**src/rtl/core/i2cee_pkg.sv**
```systemverilog
// ----------------------------------------------------------------------------
// i2cee_pkg
// Shared types and constants of the I2C EEPROM master sequencer.
// ----------------------------------------------------------------------------
package i2cee_pkg;

  // command codes
  localparam logic [1:0] CmdNone  = 2'd0;
  localparam logic [1:0] CmdWrite = 2'd1;
  localparam logic [1:0] CmdRead  = 2'd2;

  // configuration register indexes
  localparam logic [1:0] CfgCtrlIdx   = 2'd0;
  localparam logic [1:0] CfgTwoByteIdx = 2'd1;
  localparam logic [1:0] CfgThreshIdx = 2'd2;

  localparam int unsigned CfgDataWidth = 16;

  // configuration reset values
  localparam logic [7:0]  CtrlReset    = 8'd160;
  localparam logic        TwoByteReset = 1'b1;
  localparam logic [15:0] ThreshReset  = 16'd64000;

  localparam logic [7:0] WriteDirMask = 8'hFE;
  localparam logic [7:0] BankSelBit   = 8'h02;
  localparam logic [7:0] ReadDirBit   = 8'h01;

  typedef enum logic [4:0] {
    PhIdle      = 5'd0,
    PhWStart    = 5'd1,
    PhWCtrl     = 5'd2,
    PhWAhi      = 5'd3,
    PhWAlo      = 5'd4,
    PhWReq      = 5'd5,
    PhWData     = 5'd6,
    PhWStop     = 5'd7,
    PhPStart    = 5'd8,
    PhPCtrl     = 5'd9,
    PhPStop     = 5'd10,
    PhRStart    = 5'd11,
    PhRCtrl     = 5'd12,
    PhRAhi      = 5'd13,
    PhRAlo      = 5'd14,
    PhRRestart  = 5'd15,
    PhRCtrlRd   = 5'd16,
    PhRData     = 5'd17,
    PhRStop     = 5'd18
  } phase_e;

  typedef struct packed {
    phase_e      phase;
    logic [1:0]  pin_step;
    logic [3:0]  bit_count;
    logic [7:0]  shift_reg;
    logic [7:0]  bytes_left;
    logic [15:0] held_address;
    logic [7:0]  working_control;
    logic        scl;
    logic        sda;
  } seq_state_t;

  typedef struct packed {
    logic [1:0]  command;
    logic [15:0] mem_address;
    logic [7:0]  byte_count;
    logic [7:0]  write_byte;
    logic        write_valid;
    logic        sda_in;
  } tick_in_t;

  typedef struct packed {
    logic       scl_level;
    logic       sda_released;
    logic       busy_res;
    logic       data_request;
    logic       read_valid;
    logic [7:0] read_data;
    logic       read_last;
    logic       done_res;
  } tick_out_t;

  typedef struct packed {
    logic [7:0]  device_control_byte;
    logic        two_byte_address;
    logic [15:0] bank_threshold;
  } cfg_t;

endpackage

```
**src/rtl/core/i2cee_in_if.sv**
```systemverilog
// ----------------------------------------------------------------------------
// i2cee_in_if
// Tick request channel: command, transfer fields and the sampled SDA level.
// ----------------------------------------------------------------------------
interface i2cee_in_if;
  logic        valid;
  logic        ready;
  logic [1:0]  command;
  logic [15:0] mem_address;
  logic [7:0]  byte_count;
  logic [7:0]  write_byte;
  logic        write_valid;
  logic        sda_in;

  modport source (
    output valid, command, mem_address, byte_count, write_byte, write_valid, sda_in,
    input  ready
  );
  modport sink (
    input  valid, command, mem_address, byte_count, write_byte, write_valid, sda_in,
    output ready
  );
endinterface

```
**src/rtl/core/i2cee_out_if.sv**
```systemverilog
// ----------------------------------------------------------------------------
// i2cee_out_if
// Tick result channel: pin levels, status and received bytes.
// ----------------------------------------------------------------------------
interface i2cee_out_if;
  logic       valid;
  logic       ready;
  logic       scl_level;
  logic       sda_released;
  logic       busy_res;
  logic       data_request;
  logic       read_valid;
  logic [7:0] read_data;
  logic       read_last;
  logic       done_res;

  modport source (
    output valid, scl_level, sda_released, busy_res, data_request, read_valid,
           read_data, read_last, done_res,
    input  ready
  );
  modport sink (
    input  valid, scl_level, sda_released, busy_res, data_request, read_valid,
           read_data, read_last, done_res,
    output ready
  );
endinterface

```
**src/rtl/core/i2cee_step.sv**
```systemverilog
// ----------------------------------------------------------------------------
// i2cee_step
// Next-state logic of the sequencer: one pin step per tick.
// ----------------------------------------------------------------------------
module i2cee_step
  import i2cee_pkg::*;
(
  input  seq_state_t state_i,
  input  tick_in_t   tick_i,
  input  cfg_t       cfg_i,
  output seq_state_t state_o,
  output tick_out_t  result_o
);

  function automatic seq_state_t go_to(seq_state_t s, phase_e p, logic [7:0] load);
    seq_state_t r;
    r           = s;
    r.phase     = p;
    r.shift_reg = load;
    r.bit_count = 4'd0;
    r.pin_step  = 2'd0;
    return r;
  endfunction

  seq_state_t s;
  logic       fin;
  logic       ack;
  logic       last_byte;
  logic [7:0] ctrl;
  logic       req;
  logic       rvalid;
  logic [7:0] rdata;
  logic       rlast;
  logic       done;

  always_comb begin
    s      = state_i;
    fin    = 1'b0;
    ack    = 1'b0;
    req    = 1'b0;
    rvalid = 1'b0;
    rdata  = 8'd0;
    rlast  = 1'b0;
    done   = 1'b0;
    ctrl   = cfg_i.device_control_byte & WriteDirMask;

    // command tick also performs the first start step
    if (s.phase == PhIdle && (tick_i.command == CmdWrite || tick_i.command == CmdRead)) begin
      if (cfg_i.two_byte_address && tick_i.mem_address >= cfg_i.bank_threshold) begin
        ctrl = ctrl | BankSelBit;
      end
      s.working_control = ctrl;
      s.held_address    = tick_i.mem_address;
      s.bytes_left      = tick_i.byte_count;
      s = go_to(s, (tick_i.command == CmdWrite) ? PhWStart : PhRStart, 8'd0);
    end

    last_byte = (s.bytes_left <= 8'd1);

    case (s.phase)
      PhWStart, PhPStart, PhRStart, PhRRestart: begin
        case (s.pin_step)
          2'd0: begin
            s.sda = 1'b1;
            s.pin_step = 2'd1;
          end
          2'd1: begin
            s.scl = 1'b1;
            s.pin_step = 2'd2;
          end
          2'd2: begin
            s.sda = 1'b0;
            s.pin_step = 2'd3;
          end
          default: begin
            s.scl = 1'b0;
            fin = 1'b1;
          end
        endcase
        if (fin) begin
          case (s.phase)
            PhWStart: s = go_to(s, PhWCtrl, s.working_control);
            PhPStart: s = go_to(s, PhPCtrl, s.working_control);
            PhRStart: s = go_to(s, PhRCtrl, s.working_control);
            default:  s = go_to(s, PhRCtrlRd, s.working_control | ReadDirBit);
          endcase
        end
      end

      PhWStop, PhPStop, PhRStop: begin
        case (s.pin_step)
          2'd0: begin
            s.scl = 1'b0;
            s.sda = 1'b0;
            s.pin_step = 2'd1;
          end
          2'd1: begin
            s.scl = 1'b1;
            s.pin_step = 2'd2;
          end
          default: begin
            s.sda = 1'b1;
            fin = 1'b1;
          end
        endcase
        if (fin) begin
          if (s.phase == PhWStop) begin
            s = go_to(s, PhPStart, 8'd0);
          end else begin
            s = go_to(s, PhIdle, 8'd0);
            done = 1'b1;
          end
        end
      end

      PhWReq: begin
        req = 1'b1;
        if (tick_i.write_valid) begin
          s = go_to(s, PhWData, tick_i.write_byte);
        end
      end

      PhRData: begin
        if (!s.bit_count[3]) begin
          // data bits: sample while scl is high
          case (s.pin_step)
            2'd0: begin
              s.scl = 1'b0;
              s.sda = 1'b1;
              s.pin_step = 2'd1;
            end
            2'd1: begin
              s.scl = 1'b1;
              s.shift_reg = {s.shift_reg[6:0], tick_i.sda_in};
              s.pin_step = 2'd2;
            end
            default: begin
              s.scl = 1'b0;
              s.bit_count = s.bit_count + 4'd1;
              s.pin_step = 2'd0;
            end
          endcase
        end else begin
          // ack or nak on the last byte
          case (s.pin_step)
            2'd0: begin
              s.scl = 1'b0;
              s.sda = last_byte;
              s.pin_step = 2'd1;
            end
            2'd1: begin
              s.scl = 1'b1;
              s.pin_step = 2'd2;
            end
            default: begin
              s.scl = 1'b0;
              fin = 1'b1;
            end
          endcase
        end
        if (fin) begin
          rvalid = 1'b1;
          rdata  = s.shift_reg;
          rlast  = last_byte;
          if (s.bytes_left != 8'd0) begin
            s.bytes_left = s.bytes_left - 8'd1;
          end
          s = go_to(s, (s.bytes_left != 8'd0) ? PhRData : PhRStop, 8'd0);
        end
      end

      PhWCtrl, PhWAhi, PhWAlo, PhWData, PhPCtrl, PhRCtrl, PhRAhi, PhRAlo, PhRCtrlRd: begin
        if (!s.bit_count[3]) begin
          case (s.pin_step)
            2'd0: begin
              s.scl = 1'b0;
              s.sda = s.shift_reg[7];
              s.pin_step = 2'd1;
            end
            2'd1: begin
              s.scl = 1'b1;
              s.pin_step = 2'd2;
            end
            default: begin
              s.scl = 1'b0;
              s.shift_reg = {s.shift_reg[6:0], 1'b0};
              s.bit_count = s.bit_count + 4'd1;
              s.pin_step = 2'd0;
            end
          endcase
        end else begin
          // release sda and sample the device acknowledge
          case (s.pin_step)
            2'd0: begin
              s.scl = 1'b0;
              s.sda = 1'b1;
              s.pin_step = 2'd1;
            end
            2'd1: begin
              s.scl = 1'b1;
              s.shift_reg = {7'd0, tick_i.sda_in};
              s.pin_step = 2'd2;
            end
            default: begin
              s.scl = 1'b0;
              fin = 1'b1;
            end
          endcase
        end
        if (fin) begin
          ack = s.shift_reg[0];
          case (s.phase)
            PhWCtrl: begin
              if (cfg_i.two_byte_address) s = go_to(s, PhWAhi, s.held_address[15:8]);
              else s = go_to(s, PhWAlo, s.held_address[7:0]);
            end
            PhRCtrl: begin
              if (cfg_i.two_byte_address) s = go_to(s, PhRAhi, s.held_address[15:8]);
              else s = go_to(s, PhRAlo, s.held_address[7:0]);
            end
            PhWAhi: s = go_to(s, PhWAlo, s.held_address[7:0]);
            PhRAhi: s = go_to(s, PhRAlo, s.held_address[7:0]);
            PhWAlo: s = go_to(s, (s.bytes_left != 8'd0) ? PhWReq : PhWStop, 8'd0);
            PhRAlo: s = go_to(s, PhRRestart, 8'd0);
            PhWData: begin
              if (s.bytes_left != 8'd0) begin
                s.bytes_left = s.bytes_left - 8'd1;
              end
              s = go_to(s, (s.bytes_left != 8'd0) ? PhWReq : PhWStop, 8'd0);
            end
            // a nak while polling repeats the poll
            PhPCtrl: s = go_to(s, ack ? PhPStart : PhPStop, 8'd0);
            default: s = go_to(s, (s.bytes_left != 8'd0) ? PhRData : PhRStop, 8'd0);
          endcase
        end
      end

      default: begin
        if (s.phase != PhIdle) begin
          s = go_to(s, PhIdle, 8'd0);
        end
      end
    endcase
  end

  assign state_o = s;

  assign result_o.scl_level    = s.scl;
  assign result_o.sda_released = s.sda;
  assign result_o.busy_res     = (s.phase != PhIdle);
  assign result_o.data_request = req;
  assign result_o.read_valid   = rvalid;
  assign result_o.read_data    = rdata;
  assign result_o.read_last    = rlast;
  assign result_o.done_res     = done;

endmodule

```
**src/rtl/core/i2c_eeprom_master_sequencer_unit.sv**
```systemverilog
// ----------------------------------------------------------------------------
// i2c_eeprom_master_sequencer_unit
// Tick-driven I2C master for serial EEPROMs with page write, ack polling
// and sequential read.
//
//   channel   dir  handshake            contents
//   req_i     in   valid/ready          command, address, count, write byte, sda
//   res_o     out  valid/ready          scl, sda release, status, read byte
//   cfg_*     in   write enable only    control byte, address mode, threshold
//
// Each request is one tick: it is taken into the input register, advanced
// through the combinational step logic, and lands in the result register.
// One request per cycle is sustained while res_o.ready is not held low.
// A waiting result keeps the input register from advancing; a stalled
// result holds the bus state and the step logic until res_o.ready returns.
// Reset leaves the bus idle with scl and sda released.
// ----------------------------------------------------------------------------
module i2c_eeprom_master_sequencer_unit
  import i2cee_pkg::*;
(
  input  logic                    clk_i,
  input  logic                    rst_ni,
  i2cee_in_if.sink                req_i,
  i2cee_out_if.source             res_o,
  input  logic                    cfg_we_i,
  input  logic [1:0]              cfg_idx_i,
  input  logic [CfgDataWidth-1:0] cfg_wdata_i
);

  cfg_t       cfg_q;
  seq_state_t state_q;
  seq_state_t state_d;
  tick_in_t   in_q;
  logic       in_vld_q;
  tick_out_t  res_q;
  tick_out_t  res_d;
  logic       out_vld_q;
  logic       advance;

  assign advance     = in_vld_q && (!out_vld_q || res_o.ready);
  assign req_i.ready = !in_vld_q || advance;

  always_ff @(posedge clk_i or negedge rst_ni) begin
    if (!rst_ni) begin
      cfg_q.device_control_byte <= CtrlReset;
      cfg_q.two_byte_address    <= TwoByteReset;
      cfg_q.bank_threshold      <= ThreshReset;
    end else if (cfg_we_i) begin
      case (cfg_idx_i)
        CfgCtrlIdx:    cfg_q.device_control_byte <= cfg_wdata_i[7:0];
        CfgTwoByteIdx: cfg_q.two_byte_address    <= cfg_wdata_i[0];
        CfgThreshIdx:  cfg_q.bank_threshold      <= cfg_wdata_i[15:0];
        default: ;
      endcase
    end
  end

  // input register
  always_ff @(posedge clk_i) begin
    if (req_i.valid && req_i.ready) begin
      in_q.command     <= req_i.command;
      in_q.mem_address <= req_i.mem_address;
      in_q.byte_count  <= req_i.byte_count;
      in_q.write_byte  <= req_i.write_byte;
      in_q.write_valid <= req_i.write_valid;
      in_q.sda_in      <= req_i.sda_in;
    end
  end

  i2cee_step u_step (
    .state_i  (state_q),
    .tick_i   (in_q),
    .cfg_i    (cfg_q),
    .state_o  (state_d),
    .result_o (res_d)
  );

  always_ff @(posedge clk_i or negedge rst_ni) begin
    if (!rst_ni) begin
      in_vld_q  <= 1'b0;
      out_vld_q <= 1'b0;
      state_q   <= '{phase: PhIdle, pin_step: 2'd0, bit_count: 4'd0, shift_reg: 8'd0,
                     bytes_left: 8'd0, held_address: 16'd0, working_control: 8'd0,
                     scl: 1'b1, sda: 1'b1};
    end else begin
      if (req_i.valid && req_i.ready) begin
        in_vld_q <= 1'b1;
      end else if (advance) begin
        in_vld_q <= 1'b0;
      end
      if (advance) begin
        state_q   <= state_d;
        out_vld_q <= 1'b1;
      end else if (res_o.ready) begin
        out_vld_q <= 1'b0;
      end
    end
  end

  // result register
  always_ff @(posedge clk_i) begin
    if (advance) begin
      res_q <= res_d;
    end
  end

  assign res_o.valid        = out_vld_q;
  assign res_o.scl_level    = res_q.scl_level;
  assign res_o.sda_released = res_q.sda_released;
  assign res_o.busy_res     = res_q.busy_res;
  assign res_o.data_request = res_q.data_request;
  assign res_o.read_valid   = res_q.read_valid;
  assign res_o.read_data    = res_q.read_data;
  assign res_o.read_last    = res_q.read_last;
  assign res_o.done_res     = res_q.done_res;

  // a received byte never ends the transaction on its own tick
  assert property (@(posedge clk_i) disable iff (!rst_ni)
    out_vld_q && res_q.read_valid |-> res_q.busy_res && !res_q.data_request)
    else $error("read byte reported outside a busy transaction");

  // the final stop leaves both lines released
  assert property (@(posedge clk_i) disable iff (!rst_ni)
    out_vld_q && res_q.done_res |-> !res_q.busy_res && res_q.scl_level
                                    && res_q.sda_released)
    else $error("done without a released bus");

  // while a write byte is awaited the clock is held low
  assert property (@(posedge clk_i) disable iff (!rst_ni)
    state_q.phase == PhWReq |-> !state_q.scl)
    else $error("scl high while waiting for write data");

  // bus state moves only when a request is stepped
  assert property (@(posedge clk_i) disable iff (!rst_ni)
    !advance |=> $stable(state_q))
    else $error("bus state changed without a request");

  // idle bus has both lines released
  assert property (@(posedge clk_i) disable iff (!rst_ni)
    state_q.phase == PhIdle |-> state_q.scl && state_q.sda)
    else $error("idle with a line driven low");

endmodule
```
**src/flat_wrapper.sv**
```systemverilog
// flat-port wrapper written by rule: the top's interface ports become plain ports
module i2c_eeprom_master_sequencer_unit_flat import i2cee_pkg::*;
  (clk_i, rst_ni, cfg_we_i, cfg_idx_i, cfg_wdata_i, req_i_valid, req_i_command, req_i_mem_address, req_i_byte_count, req_i_write_byte, req_i_write_valid, req_i_sda_in, req_i_ready, res_o_valid, res_o_scl_level, res_o_sda_released, res_o_busy_res, res_o_data_request, res_o_read_valid, res_o_read_data, res_o_read_last, res_o_done_res, res_o_ready);
  i2cee_in_if req_i_i ();
  i2cee_out_if res_o_i ();
  input  logic clk_i;
  input  logic rst_ni;
  input  logic cfg_we_i;
  input  logic [1:0] cfg_idx_i;
  input  logic [CfgDataWidth-1:0] cfg_wdata_i;
  input wire logic [$bits(req_i_i.valid)-1:0] req_i_valid;
  input wire logic [$bits(req_i_i.command)-1:0] req_i_command;
  input wire logic [$bits(req_i_i.mem_address)-1:0] req_i_mem_address;
  input wire logic [$bits(req_i_i.byte_count)-1:0] req_i_byte_count;
  input wire logic [$bits(req_i_i.write_byte)-1:0] req_i_write_byte;
  input wire logic [$bits(req_i_i.write_valid)-1:0] req_i_write_valid;
  input wire logic [$bits(req_i_i.sda_in)-1:0] req_i_sda_in;
  output wire logic [$bits(req_i_i.ready)-1:0] req_i_ready;
  output wire logic [$bits(res_o_i.valid)-1:0] res_o_valid;
  output wire logic [$bits(res_o_i.scl_level)-1:0] res_o_scl_level;
  output wire logic [$bits(res_o_i.sda_released)-1:0] res_o_sda_released;
  output wire logic [$bits(res_o_i.busy_res)-1:0] res_o_busy_res;
  output wire logic [$bits(res_o_i.data_request)-1:0] res_o_data_request;
  output wire logic [$bits(res_o_i.read_valid)-1:0] res_o_read_valid;
  output wire logic [$bits(res_o_i.read_data)-1:0] res_o_read_data;
  output wire logic [$bits(res_o_i.read_last)-1:0] res_o_read_last;
  output wire logic [$bits(res_o_i.done_res)-1:0] res_o_done_res;
  input wire logic [$bits(res_o_i.ready)-1:0] res_o_ready;
  assign req_i_i.valid = req_i_valid;
  assign req_i_i.command = req_i_command;
  assign req_i_i.mem_address = req_i_mem_address;
  assign req_i_i.byte_count = req_i_byte_count;
  assign req_i_i.write_byte = req_i_write_byte;
  assign req_i_i.write_valid = req_i_write_valid;
  assign req_i_i.sda_in = req_i_sda_in;
  assign req_i_ready = req_i_i.ready;
  assign res_o_valid = res_o_i.valid;
  assign res_o_scl_level = res_o_i.scl_level;
  assign res_o_sda_released = res_o_i.sda_released;
  assign res_o_busy_res = res_o_i.busy_res;
  assign res_o_data_request = res_o_i.data_request;
  assign res_o_read_valid = res_o_i.read_valid;
  assign res_o_read_data = res_o_i.read_data;
  assign res_o_read_last = res_o_i.read_last;
  assign res_o_done_res = res_o_i.done_res;
  assign res_o_i.ready = res_o_ready;
  i2c_eeprom_master_sequencer_unit u_core (.clk_i(clk_i), .rst_ni(rst_ni), .req_i(req_i_i), .res_o(res_o_i), .cfg_we_i(cfg_we_i), .cfg_idx_i(cfg_idx_i), .cfg_wdata_i(cfg_wdata_i));
endmodule
```
**config.mk**
```make
export PLATFORM = sky130hd
export DESIGN_NAME = i2c_eeprom_master_sequencer_unit_flat
export DESIGN_NICKNAME = d
export VERILOG_FILES = /design/src/rtl/core/i2cee_pkg.sv /design/src/rtl/core/i2cee_in_if.sv /design/src/rtl/core/i2cee_out_if.sv /design/src/rtl/core/i2cee_step.sv /design/src/rtl/core/i2c_eeprom_master_sequencer_unit.sv /design/src/flat_wrapper.sv
export SDC_FILE = /design/constraint.sdc
export NUM_CORES = 1
export LEC_CHECK = 0
export ABC_AREA = 1
export BUFFER_PORTS_ARGS = -buffer_cell sky130_fd_sc_hd__buf_2
export CAP_MARGIN = 20
export CORE_MARGIN = 1
export CORE_UTILIZATION = 40
export DETAILED_ROUTE_END_ITERATION = 8
export GPL_ROUTABILITY_DRIVEN = 0
export PLACE_DENSITY = 0.58
export SYNTH_ARGS = -nofsm -noshare
export SYNTH_HDL_FRONTEND = slang
export SYNTH_SLANG_ARGS = --single-unit
```
**constraint.sdc**
```tcl
create_clock -name clk_i -period 9.9 [get_ports clk_i]
set_input_delay 0 -clock clk_i [delete_from_list [all_inputs] [get_ports clk_i]]
set_output_delay 0 -clock clk_i [all_outputs]
set_load 0.05 [all_outputs]
```
# [Yosys cells after proc, flatten, opt, wreduce, memory -nomap -nowiden]
# Index checks and enable logic that the tools add are counted.
[word_totals] register_bits=131 output_inout_bits=17 elab_cells=148
[classes] add_sub_neg=2 n_lt_le_gt_ge=2 n_eq_ne=24 muxes=62 n_reduce_logical=30
[ops] op="$pmux 53 s8" n=1
[ops] op="$mux 53" n=7
[ops] op="$pmux 53 s5" n=1
[ops] op="$pmux 53 s3" n=1
[ops] op="$mux 8" n=10
[ops] op="$mux 52" n=1
[ops] op="$mux 51" n=1
[ops] op="$mux 50" n=1
[ops] op="$eq 5x4->1 const B" n=8
[ops] op="$mux 12" n=2
[ops] op="$reduce_bool 8->1" n=3
[ops] op="$eq 5x3->1 const B" n=4
[ops] op="$mux 1" n=20
[ops] op="$ge 16x16->1" n=1
[ops] op="$eq 5x5->1 const B" n=3
[ops] op="$mux 2" n=7
[ops] op="$mux 4" n=3
[ops] op="$eq 5x2->1 const B" n=2
[ops] op="$reduce_and 2->1" n=5
[ops] op="$reduce_bool 5->1" n=2
[ops] op="$reduce_or 9->1" n=1
[ops] op="$le 8x1->1 const B" n=1
[ops] op="$pmux 1 s2" n=4
[ops] op="$pmux 2 s2" n=2
[ops] op="15 further kinds" n=29

# [Logic depth before layout (Yosys ltp)]
# Gate-level depths: netlist (run 1).
[logic_depth] word_depth=17 ltp_mapped=25 ltp_nobuf=22

# [Hierarchy]
# A second synthesis (run 1) with hierarchy kept.
[unflattened] hier_cells=1113 area_unflattened_um2=8415.6
[by_module_without_submodules] module="i2c_eeprom_master_sequencer_unit" n_inst=1 cells_each=403 area_per_inst_um2=4798.4 seq_area_each_um2=3547.2
[by_module_without_submodules] module="i2cee_step" n_inst=1 cells_each=710 area_per_inst_um2=3617.2 seq_area_each_um2=0.0

# [Worst setup path after synthesis (run 1)]
# Ideal clock, no wire load.
[synth_timing] path_type="flip-flop to flip-flop" startpoint="reg u_core.in_q[34] (netlist bit)" endpoint="reg u_core.res_q, in the netlist u_core.res_o.busy_res (data pin)" setup_time_ps=266 t_arrival_ps=2919 t_required_ps=9634 slack_ps=6715 stages_incl_launch_ff=23 n_path_buf=3 path_cell_list="edfxtp_1 ha_1 nor2_8 nand3_4 buf_12 buf_6 buf_2 nand2_1 inv_1 ha_1 inv_1 or2_2 nand3_1 nand2_1 nor2_1 nor2_1 nand3_1 a21oi_1 nand2_1 nand2_1 nand2_1 nand2_1 nand3_1"
[synth_lines] element="start: declaration" line_no="i2c_eeprom_master_sequencer_unit.sv:33" source="tick_in_t in_q;"
[synth_lines] element="end signal: assignment" line_no="i2c_eeprom_master_sequencer_unit.sv:103" source="res_q <= res_d;"
[synth_lines] element="end: declaration" line_no="i2c_eeprom_master_sequencer_unit.sv:35" source="tick_out_t res_q;"

# [Worst setup path in the final report (run 1)]
[layout_timing] startpoint="reg u_core.state_q[52] (netlist bit)" endpoint="reg u_core.state_q[49] (netlist bit)"
[layout_via] elab_chain_len=13 elab_cells_between_ends=65
[layout_rtl] element="start: declaration" line_no="i2c_eeprom_master_sequencer_unit.sv:31" source="seq_state_t state_q;"
[layout_rtl] element="start signal: assignment" line_no="i2c_eeprom_master_sequencer_unit.sv:82" source="state_q <= '{phase: PhIdle, pin_step: 2'd0, bit_count: 4'd0, shift_reg: 8'd0,"
[layout_rtl] element="start signal: assignment" line_no="i2c_eeprom_master_sequencer_unit.sv:92" source="state_q <= state_d;"
[layout_rtl] element="$logic_not 5->1" line_no="i2cee_step.sv:48" source="if (s.phase == PhIdle && (tick_i.command == CmdWrite || tick_i.command == CmdRead)) begin"
[layout_rtl] element="$logic_and 1x1->1" line_no="i2cee_step.sv:48"
[layout_rtl] element="$mux 53 *" line_no="i2cee_step.sv:48"
[layout_rtl] element="$sub 8x1->8 / $reduce_bool 8->1 (equally long branches)"
[layout_rtl] element="$mux 8" line_no="i2cee_step.sv:165, i2cee_step.sv:226"
[layout_rtl] element="$mux 8" line_no="i2cee_step.sv:212" source="case (s.phase)"
[layout_rtl] element="$mux 8" line_no="i2cee_step.sv:210" source="if (fin) begin"
[layout_rtl] element="$mux 8" line_no="i2cee_step.sv:60" source="case (s.phase)"
[layout_rtl] element="$reduce_bool 8->1" line_no="i2cee_step.sv:229" source="s = go_to(s, (s.bytes_left != 8'd0) ? PhWReq : PhWStop, 8'd0);"
[layout_rtl] element="$mux 2" line_no="i2cee_step.sv:229"
[layout_rtl] element="$pmux 53 s8" line_no="i2cee_step.sv:212"
[layout_rtl] element="$mux 53" line_no="i2cee_step.sv:210"
[layout_rtl] element="$pmux 53 s5 *" line_no="i2cee_step.sv:60"
# Mark *: on every way between the ends. The rest lies on a longest branch, timed or not. The select of a mux whose other input is x is not followed.
# A chain may end at the register's enable or synchronous reset.

==> flow_summary.json, run 1 <==
{
  "synthArstFlopShare_pct": 60.77,
  "drv_slew": 0,
  "arrival_ps": 4580,
  "grt_overflow": 0,
  "synth-xor-area-share_pct": 0.1077,
  "p_leak_nw": 4.619,
  "synthDistinctLibCells": 51,
  "area_growth_syn_to_layout_pct": 20.88,
  "fmax_mhz": 237.0,
  "cap_violations": 0,
  "yosys.area_share.adder_pct": 4.001,
  "post_cts_buffers": 0,
  "wl_per_cell_um": 14.89,
  "synth_fp_nets": 1119,
  "clock_skew_ps": 12.31,
  "vdd_drop_max_mv": 0.1706,
  "startpoint": "u_core.state_q[52]",
  "worstHoldPathType": "in -> async",
  "clockBufferDepth": 2,
  "holdBufCountCts": 58,
  "grt_pass1_vias": 6855,
  "grt_pass1_wl_um": 35220,
  "r2r_cells": 19,
  "remaining_drc_errors": 0,
  "ys_warn_count": 0,
  "reg2reg_to": "u_core.state_q[49]",
  "dr.first_iter.drc_count": 435,
  "cp.required_ps": 10260,
  "setup_viol": 0,
  "synthFlopType": "dfrtp_1",
  "critPathCapture": "u_core.state_q[49]",
  "rsz0062_at_grt": "false",
  "relSlewSlack_pct": 53.51,
  "nets": 1241,
  "wirelength_um": 21350,
  "synth_top_family_by_area": "simple AND/OR/NAND/NOR gates",
  "grt_max_degree": 56,
  "routed-via-count": 7205,
  "setup_tns_ps": 0,
  "criticalPathCategory": "reg -> reg",
  "grt_usage_pct": 22.01,
  "synth_top_area_cell": "dfrtp_1",
  "netlist_area_sq_um": 8132,
  "rrSetupSlack_ps": 5680,
  "synth_top_area_share_pct": 20.93,
  "synth_edf_count": 51,
  "cts_root_buf": "clkbuf_16",
  "synth_compound_area_share_pct": 15.99,
  "synth_area_leaders": "dfrtp_1 21%, edfxtp_1 19%, nand2_1 12%, o21ai_0 6.6%, inv_1 6.1%",
  "synth_cells": 1034,
  "cts_tree": "done",
  "initial_core_util_pct": 41.24,
  "post-dp-hpwl_um": 14800,
  "port_buffers": 75,
  "die_h_um": 144.6,
  "clk_latency_ps": 430,
  "antenna_found_initial": 0,
  "hold_viol_final": 0,
  "die-area_sq_um": 20900,
  "synth_mux_area_share_pct": 0.1231,
  "antennaDiodeCount": 0,
  "yosys.area_share.simple_pct": 27.27,
  "start_kind": "flip-flop",
  "clk_pin_slew_worst_paths_ps": 70,
  "avgSynthCellArea_sq_um": 7.864,
  "yosysSeqAreaShare_pct": 43.31,
  "cts_resized": 0,
  "dieWidth_um": 144.6,
  "ant_nets": 0,
  "synth.most_common_cell": "nand2_1",
  "fin_crit_ps": 4220,
  "whs_ps": 55.50,
  "worst_pin_slew_ps": 696.5,
  "io-pin-count": 76,
  "routed_via_density": 5.024,
  "synth_common_cells": "253 x nand2_1, 132 x inv_1, 107 x o21ai_0",
  "h-tree-depth": 4,
  "critPathMaxFanout": 49,
  "synth_seq_cells": 130,
  "cts_buffers": 17,
  "core_region_area_sq_um": 19720,
  "drt_first_pass_iters": 6,
  "layout-drive-gt1-share_pct": 17.11,
  "reg2reg_from": "u_core.state_q[52]",
  "outcome": "completed",
  "finalCritPeriodShare_pct": 42.63,
  "rows": 51,
  "power_density_nw_per_um2": 302.8,
  "end_kind": "flip-flop",
  "clock_sinks": 130
}
==> worst min-delay path by stage <==
stage | startpoint | endpoint | slack [ps] | cells past startpoint
floorplan | rst_ni | u_core.cfg_q[0] | -300 | 0
global placement | rst_ni | u_core.state_q[32] | -10 | 1
detailed placement | rst_ni | u_core.state_q[32] | -10 | 1
CTS | rst_ni | u_core.state_q[32] | 90 | 2
global route | rst_ni | u_core.state_q[32] | 110 | 2
finish | rst_ni | u_core.state_q[32] | 60 | 2
==> metrics by stage <==
step | setup slack (ps) | utilization [%] | instance area (sq um) | power (mW) | std cells
6_report | 5680 | 49.85 | 9829 | 2.976 | 1434
5_1_grt | 5304 | 49.85 | 9829 | 3.230 | 1434
4_1_cts | 5737 | 49.77 | 9814 | 2.982 | 1433
3_5_place_dp | 5758 | 44.01 | 8678 | 2.356 | 1343
3_3_place_gp | 5909 | 44.01 | 8678 | 2.340 | 1343
2_1_floorplan | 6715 | - | 8132 | 2.032 | 1034
==> placed cells by master, fill, tap and decap left out, drive strengths merged, types with 14 or more instances in the layout <==
cell type,instances
a21oi,52
nand2,282
ha,26
nand3,64
o211ai,15
dlygate4sd3,58
edfxtp,51
o21ai,124
inv,146
dfrtp,68
nor2,96
buf,81
clkbuf,20
nand4,14
==> report_power, final <==
| group | internal, mW | leakage [nW] | switching, mW |
|---|---|---|---|
| Combinational | 0.492 | 2.93 | 1.07 |
| Clock | 0.352 | 0.260 | 0.245 |
| Sequential | 0.722 | 1.43 | 0.0922 |
==> state kept, by name, indices dropped and copies added, names as in the netlist <==
| signal | count |
|---|---|
| u_core.res_o.scl_level | 1 |
| u_core.res_o.valid | 1 |
| u_core.in_q | 36 |
| u_core.res_o.busy_res | 1 |
| u_core.state_q | 53 |
| u_core.res_o.done_res | 1 |
| u_core.res_o.read_valid | 1 |
| u_core.res_o.sda_released | 1 |
| u_core.res_o.read_data | 8 |
| u_core.res_o.read_last | 1 |
| u_core.res_o.data_request | 1 |
| u_core.in_vld_q | 1 |
| u_core.cfg_q | 24 |
==> cell families after synthesis <==
logic type | after synthesis
AND/OR/NAND/NOR | 463
AO/OA/AOI/OAI | 231
XOR/XNOR | 1
adder cells (fa/ha/maj) | 26
flip-flops | 130
buffers and inverters | 182
multiplexers | 1
==> layout make-up <==
type,count,area (sq um)
Sequential cell,130,3522
Timing Repair Buffer,139,1011
Clock inverter,12,108.9
Multi-Input combinational cell,722,3861
Clock buffer,20,446.7
Tap cell,265,331.6
Fill cell,1896,9888
Inverter,146,548.0
==> critical path: stages, from the launching register on <==
cell	delay (ps)
dfrtp_1	450
nor2_2	430
nand3_4	630
nand2_1	640
ha_1	550
inv_1	210
or2_2	330
nand3_1	90
nand2_1	90
nor2_1	120
nor2_1	50
nand3_1	70
a21oi_1	40
nand2_1	60
nand2_1	50
nand2_1	70
nand2_1	60
nand2_1	60
nand2_1	50
nand2_1	70
==> routing by layer <==
layer | vias up | global-route usage, % | wire length [um]
met5 | - | 0 | 0
met4 | 0 | 7.368 | 391
met2 | 220 | 35.91 | 9920
met1 | 3286 | 29.32 | 9976
met3 | 34 | 4.007 | 1063
li1 | 3665 | - | -
(Power assumes the default switching activity.)
==> inputs of run 2 (changes only) <==
--- a/config.mk
+++ b/config.mk
@@ -5,14 +5,14 @@
 export SDC_FILE = /design/constraint.sdc
 export NUM_CORES = 1
 export LEC_CHECK = 0
-export ABC_AREA = 1
+export ABC_AREA = 0
 export BUFFER_PORTS_ARGS = -buffer_cell sky130_fd_sc_hd__buf_2
 export CAP_MARGIN = 20
 export CORE_MARGIN = 1
 export CORE_UTILIZATION = 40
 export DETAILED_ROUTE_END_ITERATION = 8
 export GPL_ROUTABILITY_DRIVEN = 0
-export PLACE_DENSITY = 0.58
+export PLACE_DENSITY = 0.6
 export SYNTH_ARGS = -nofsm -noshare
 export SYNTH_HDL_FRONTEND = slang
 export SYNTH_SLANG_ARGS = --single-unit
==> constraint.sdc (replaced) <==
create_clock -name clk_i -period 3.85 [get_ports clk_i]
set_input_delay 0 -clock clk_i [delete_from_list [all_inputs] [get_ports clk_i]]
set_output_delay 0 -clock clk_i [all_outputs]
set_load 0.05 [all_outputs]
==> flow_summary.json, run 2 <==
{
  "post_cts_buffers": 0,
  "hold_viol_final": 0,
  "relSlewSlack_pct": 32.22,
  "p_leak_nw": 4.087,
  "synth_cells": 760,
  "clockBufferDepth": 2,
  "power.total_mw": 7.597,
  "grt_pass1_wl_um": 35860,
  "layout-drive-gt1-share_pct": 25.60,
  "intPower_mw": 4.435,
  "remaining_drc_errors": 0,
  "place_inst": 1089,
  "post-dp-hpwl_um": 15460,
  "criticalPathCategory": "reg -> reg",
  "antenna_found_initial": 0,
  "arrival_ps": 3800,
  "wl_per_cell_um": 18.93,
  "final_cell_mix": "74 x buf_2, 68 x dfrtp_1, 57 x dlygate4sd3_1, 55 x nand2_1, 54 x mux2_2",
  "initial_core_util_pct": 41.45,
  "port_buffers": 75,
  "synth_edf_count": 51,
  "end_kind": "flip-flop",
  "cap_violations": 0,
  "placed_cell_area_sq_um": 8626,
  "netlist_area_sq_um": 7858,
  "drv_slew": 0,
  "critPathMaxFanout": 12,
  "clock_sinks": 130,
  "synth_seq_cells": 130,
  "layout_commonest_cell": "buf_2",
  "grt_overflow": 0,
  "worst_pin_slew_ps": 1015,
  "synth.most_common_cell": "dfrtp_1",
  "clock_skew_ps": 10.53,
  "p_seq_share_pct": 28.2,
  "synthFlopType": "dfrtp_1",
  "synth_area_leaders": "dfrtp_1 22%, edfxtp_1 19%, mux2_2 7.7%, mux2i_1 4.2%, ha_1 4.1%",
  "dieWidth_um": 142.2,
  "synthDistinctLibCells": 83,
  "nets": 990,
  "synthArstFlopShare_pct": 60.77,
  "cts_root_buf": "clkbuf_16",
  "top_regs": "u_core.state_q x53, u_core.in_q x36, u_core.cfg_q x24",
  "h-tree-depth": 4,
  "p_switching_mw": 3.162,
  "die-area_sq_um": 20210,
  "avgSynthCellArea_sq_um": 10.34,
  "stdcell_area_sq_um": 9819,
  "rsz0062_at_grt": "false",
  "fin_ws_ps": 212.4,
  "synth_common_cells": "68 x dfrtp_1, 55 x nand2_1, 54 x mux2_2",
  "cts_tree": "done",
  "synth_fp_nets": 845,
  "fmax_mhz": 274.9,
  "io-pin-count": 76,
  "grt_usage_pct": 23.30,
  "comb_power_share_pct": 49.5,
  "core_region_area_sq_um": 18960,
  "ys_warn_count": 0,
  "die_h_um": 142.2,
  "pre_cts_slack_ps": 155.2,
  "fillerInstances": 1682,
  "synth_top_area_share_pct": 21.66,
  "power_density_nw_per_um2": 773.6,
  "vdd_drop_max_mv": 0.3267,
  "drt_first_pass_iters": 8,
  "clk_latency_ps": 430,
  "worstHoldPathType": "in -> reg",
  "cts_buffers": 17,
  "setup_tns_ps": 0,
  "clkPwrFrac_pct": 22.3,
  "antennaDiodeCount": 0,
  "grt_max_degree": 48,
  "yosysSeqAreaShare_pct": 44.82,
  "start_kind": "flip-flop",
  "routed-via-count": 6579,
  "synth_top_area_cell": "dfrtp_1",
  "largest_reg_flops": 53,
  "fin_crit_ps": 3638,
  "top_register": "u_core.state_q",
  "setup_viol": 0,
  "clk_pin_slew_worst_paths_ps": 60,
  "area_growth_syn_to_layout_pct": 24.97,
  "routed_via_density": 5.585,
  "cp.required_ps": 4010,
  "rows": 50,
  "finalCritPeriodShare_pct": 94.48,
  "wirelength_um": 22310,
  "power_switching_share_pct": 41.62,
  "outcome": "completed",
  "ant_nets": 0,
  "grt_pass1_vias": 6500,
  "instances_no_fill": 1178,
  "dr.first_iter.drc_count": 564
}
## run 2: cell types whose count changed after synthesis, sizes merged, moves of 32 or more
cell and change:
inv -104, mux2 +54, mux2i +32, nand2 -227
nand3 -46, nor2 -48, o21ai -76
## run 2: worst paths after layout
path | start | to | slack [ps] | depth (start not counted)
worst min register to register | u_core.state_q[2] | u_core.state_q[2] | 490 | 1
worst max register to register | u_core.state_q[48] | u_core.res_o.busy_res | 210 | 11
max in group asynchronous | rst_ni | u_core.cfg_q[24] | 2770 | 3
worst min-delay path | cfg_idx_i[0] | u_core.cfg_q[23] | 100 | 3
worst max-delay path | u_core.state_q[48] | u_core.res_o.busy_res | 210 | 11
min in group asynchronous | rst_ni | u_core.cfg_q[19] | 140 | 2
## run 2: repair_timing
item | in CTS | in global routing
resized for setup | 0 | 2
endpoints found under the setup margin | 0 | 1
hold buffers | 57 | 0
endpoints found under the hold margin | 99 | 0
## run 2: final cells by class
type | instances | area [sq um] | area share, %
tap | 260 | 325.3 | 3.313
inverter | 40 | 150.1 | 1.529
timing repair buffer | 169 | 1226 | 12.49
clock inverter | 10 | 120.1 | 1.223
clock buffer | 22 | 496.7 | 5.059
multi-input combinational | 547 | 3979 | 40.52
sequential | 130 | 3522 | 35.87
## run 2: power groups by stage
stage | clock (mW) | sequential, mW | combinational, mW
after floorplan | 0 | 2.14 | 2.63
after global placement | 0 | 2.15 | 3.61
after detailed placement | 0 | 2.16 | 3.61
after CTS | 1.71 | 2.14 | 3.68
after global routing | 1.77 | 2.19 | 4.08
final | 1.69 | 2.14 | 3.76
## run 2: through the flow
step           utilization (%)  hold slack [ps]
6_report                 51.80            100.5
3_3_place_gp             45.51            76.13
2_1_floorplan                -           -295.6
4_1_cts                  51.77            99.95
5_1_grt                  51.80            110.6
3_5_place_dp             45.51            75.75
## run 2: per-layer routing
metal	up-vias	GRT usage (%)	share of wire, %
met3	43	3.836	5.9
met2	253	37.93	46
met5	-	0	0
met1	3123	31.01	45
met4	0	8.998	2.4
li1	3160	-	-
## run 2: kinds of logic after synthesis
group | synth area share, %
xor+xnor | 0.3345
flops | 44.82
buf+inv | 4.665
simple gates | 14.86
fa+ha+maj | 4.140
compound gates | 18.61
mux | 12.56
## run 2: worst max-delay path, stage by stage, from the launching register on
cell	delay [ps]
dfrtp_1	550
or2_2	390
o21ai_1	200
inv_1	140
ha_1	180
nor3b_1	300
o21ai_0	220
or2_2	330
o311ai_0	140
nor2_1	170
a211o_1	280
or4_1	470
==> inputs of run 3 (changes only) <==
--- a/config.mk
+++ b/config.mk
@@ -9,10 +9,10 @@
 export BUFFER_PORTS_ARGS = -buffer_cell sky130_fd_sc_hd__buf_2
 export CAP_MARGIN = 20
 export CORE_MARGIN = 1
-export CORE_UTILIZATION = 40
+export CORE_UTILIZATION = 54
 export DETAILED_ROUTE_END_ITERATION = 8
 export GPL_ROUTABILITY_DRIVEN = 0
-export PLACE_DENSITY = 0.6
+export PLACE_DENSITY = 0.77
 export SYNTH_ARGS = -nofsm -noshare
 export SYNTH_HDL_FRONTEND = slang
 export SYNTH_SLANG_ARGS = --single-unit
==> flow_summary.json, run 3 (synthesis gave the netlist of run 2 again) <==
{
  "outcome": "complete, but fails checks",
  "failed_checks": "hold timing",
  "top_regs": "u_core.state_q x53, u_core.in_q x36, u_core.cfg_q x24",
  "final_cell_mix": "74 x buf_2, 68 x dfrtp_1, 58 x dlygate4sd3_1, 55 x nand2_1, 54 x mux2_2",
  "drt_first_pass_iters": 7,
  "grt_usage_pct": 31.86,
  "fillerInstances": 998,
  "cts_buffers": 17,
  "antenna_found_initial": 0,
  "io-pin-count": 76,
  "finalCritPeriodShare_pct": 96.22,
  "routed_via_density": 6.500,
  "top_register": "u_core.state_q",
  "grt_max_degree": 80,
  "p_leak_nw": 4.072,
  "dr.first_iter.drc_count": 825,
  "regArea_sq_um": 3522,
  "die_h_um": 122.6,
  "cp.required_ps": 4170,
  "remaining_drc_errors": 0,
  "grt_pass1_vias": 7029,
  "clock_skew_ps": 8.665,
  "core_region_area_sq_um": 14040,
  "grt_pass1_wl_um": 36050,
  "power.total_mw": 7.594,
  "grt_overflow": 0,
  "clockBufferDepth": 2,
  "drv_slew": 0,
  "dieWidth_um": 122.6,
  "clk_latency_ps": 440,
  "rows": 43,
  "cts_root_buf": "clkbuf_16",
  "nets": 987,
  "cap_violations": 0,
  "cts_tree": "done",
  "multi_input_area_sq_um": 3985,
  "crit_chain": "ha_1 -> or4_1 -> buf_4 -> nor2_8 -> mux2i_1 -> ha_2 -> o211ai_1 -> and2_1 -> nor4b_2 -> o32ai_1 -> o311a_1 -> a211o_1",
  "worstHoldPathType": "in -> async",
  "area_growth_syn_to_layout_pct": 23.61,
  "initial_core_util_pct": 55.96,
  "clock_sinks": 130,
  "vdd_drop_max_mv": 0.4244,
  "arrival_ps": 4020,
  "fmax_mhz": 269.9,
  "whs_ps": -6.684,
  "hold_viol_final": 6,
  "h-tree-depth": 4,
  "r2r_cells": 12,
  "post_cts_buffers": 0,
  "setup_tns_ps": 0,
  "layout-drive-gt1-share_pct": 25.25,
  "wl_per_cell_um": 20.63,
  "criticalPathCategory": "reg -> reg",
  "end_kind": "flip-flop",
  "relSlewSlack_pct": 29.53,
  "port_buffers": 75,
  "slowest_delay_ps": 470,
  "routed-via-count": 7117,
  "antennaDiodeCount": 0,
  "clk_pin_slew_worst_paths_ps": 60,
  "setup_viol": 0,
  "start_kind": "flip-flop",
  "layout_commonest_cell": "buf_2",
  "cpMaxStageDelayCell": "or4_1",
  "largest_reg_flops": 53,
  "worst_pin_slew_ps": 1047,
  "post-dp-hpwl_um": 14700,
  "wirelength_um": 22590,
  "ant_nets": 0,
  "power_density_nw_per_um2": 781.9,
  "rsz0062_at_grt": "false",
  "critPathMaxFanout": 6,
  "die-area_sq_um": 15040,
  "fin_crit_ps": 3704
}
==> run 3: final cells by class <==
class,count,area share [%]
clock buffer,21,4.959
multi-input combinational,547,41.03
timing repair buffer,166,12.60
inverter,40,1.546
sequential,130,36.26
tap,180,2.319
clock inverter,11,1.288
==> run 3: layer usage <==
layer | wire length (um) | GRT usage [%] | vias up
met5 | 0 | 0 | -
met4 | 1151 | 18.52 | 0
met3 | 2064 | 7.017 | 119
met2 | 10680 | 50.91 | 477
met1 | 8689 | 39.72 | 3373
li1 | - | - | 3148
==> run 3: report_power, final <==
group | switching (mW) | total, mW | leakage, nW | internal, mW
clock network | 0.624 | 1.65 | 0.295 | 1.03
logic | 2.25 | 3.78 | 2.35 | 1.53
registers | 0.320 | 2.16 | 1.43 | 1.84
==> run 3: what timing repair did <==
item / 4_1_cts / 5_1_grt
hold buffers: 58 / 0
hold endpoints to repair: 130 / 0
gates resized for setup: 0 / 3
endpoints found under the setup margin: 0 / 3
==> run 3: final timing paths <==
path                       slack (ps)            endpoint            startpoint
min reg2reg                       490   u_core.state_q[2]     u_core.state_q[2]
max                               150  u_core.state_q[48]       u_core.in_q[34]
min                                -7  u_core.state_q[27]                rst_ni
min in group clk_i                270     u_core.in_q[23]  req_i_mem_address[5]
max in group asynchronous        3200     u_core.cfg_q[9]                rst_ni
max reg2reg                       150  u_core.state_q[48]       u_core.in_q[34]
==> run 3: worst max-delay path: cells and delay by family, from the launching register on <==
kind	cells	cell delay, ps
AND/OR/NAND/NOR	4	1170
flip-flops	1	380
adder cells (fa/ha/maj)	2	620
AO/OA/AOI/OAI	4	890
multiplexers	1	330
buffers and inverters	1	210
==> run 3: per-stage QoR <==
stage               worst slack [ps]  std cells  hold WS (ps)  utilization, %  area [sq um]
finish                         145.5       1095        -6.684           69.17          9713
global route                   7.896       1095         16.89           69.17          9713
CTS                            71.29       1093         266.9           68.83          9666
detailed placement             134.6       1003         178.1           60.38          8478
global placement               310.0       1003         175.9           60.38          8478
floorplan                      53.37        760        -295.6               -          7858
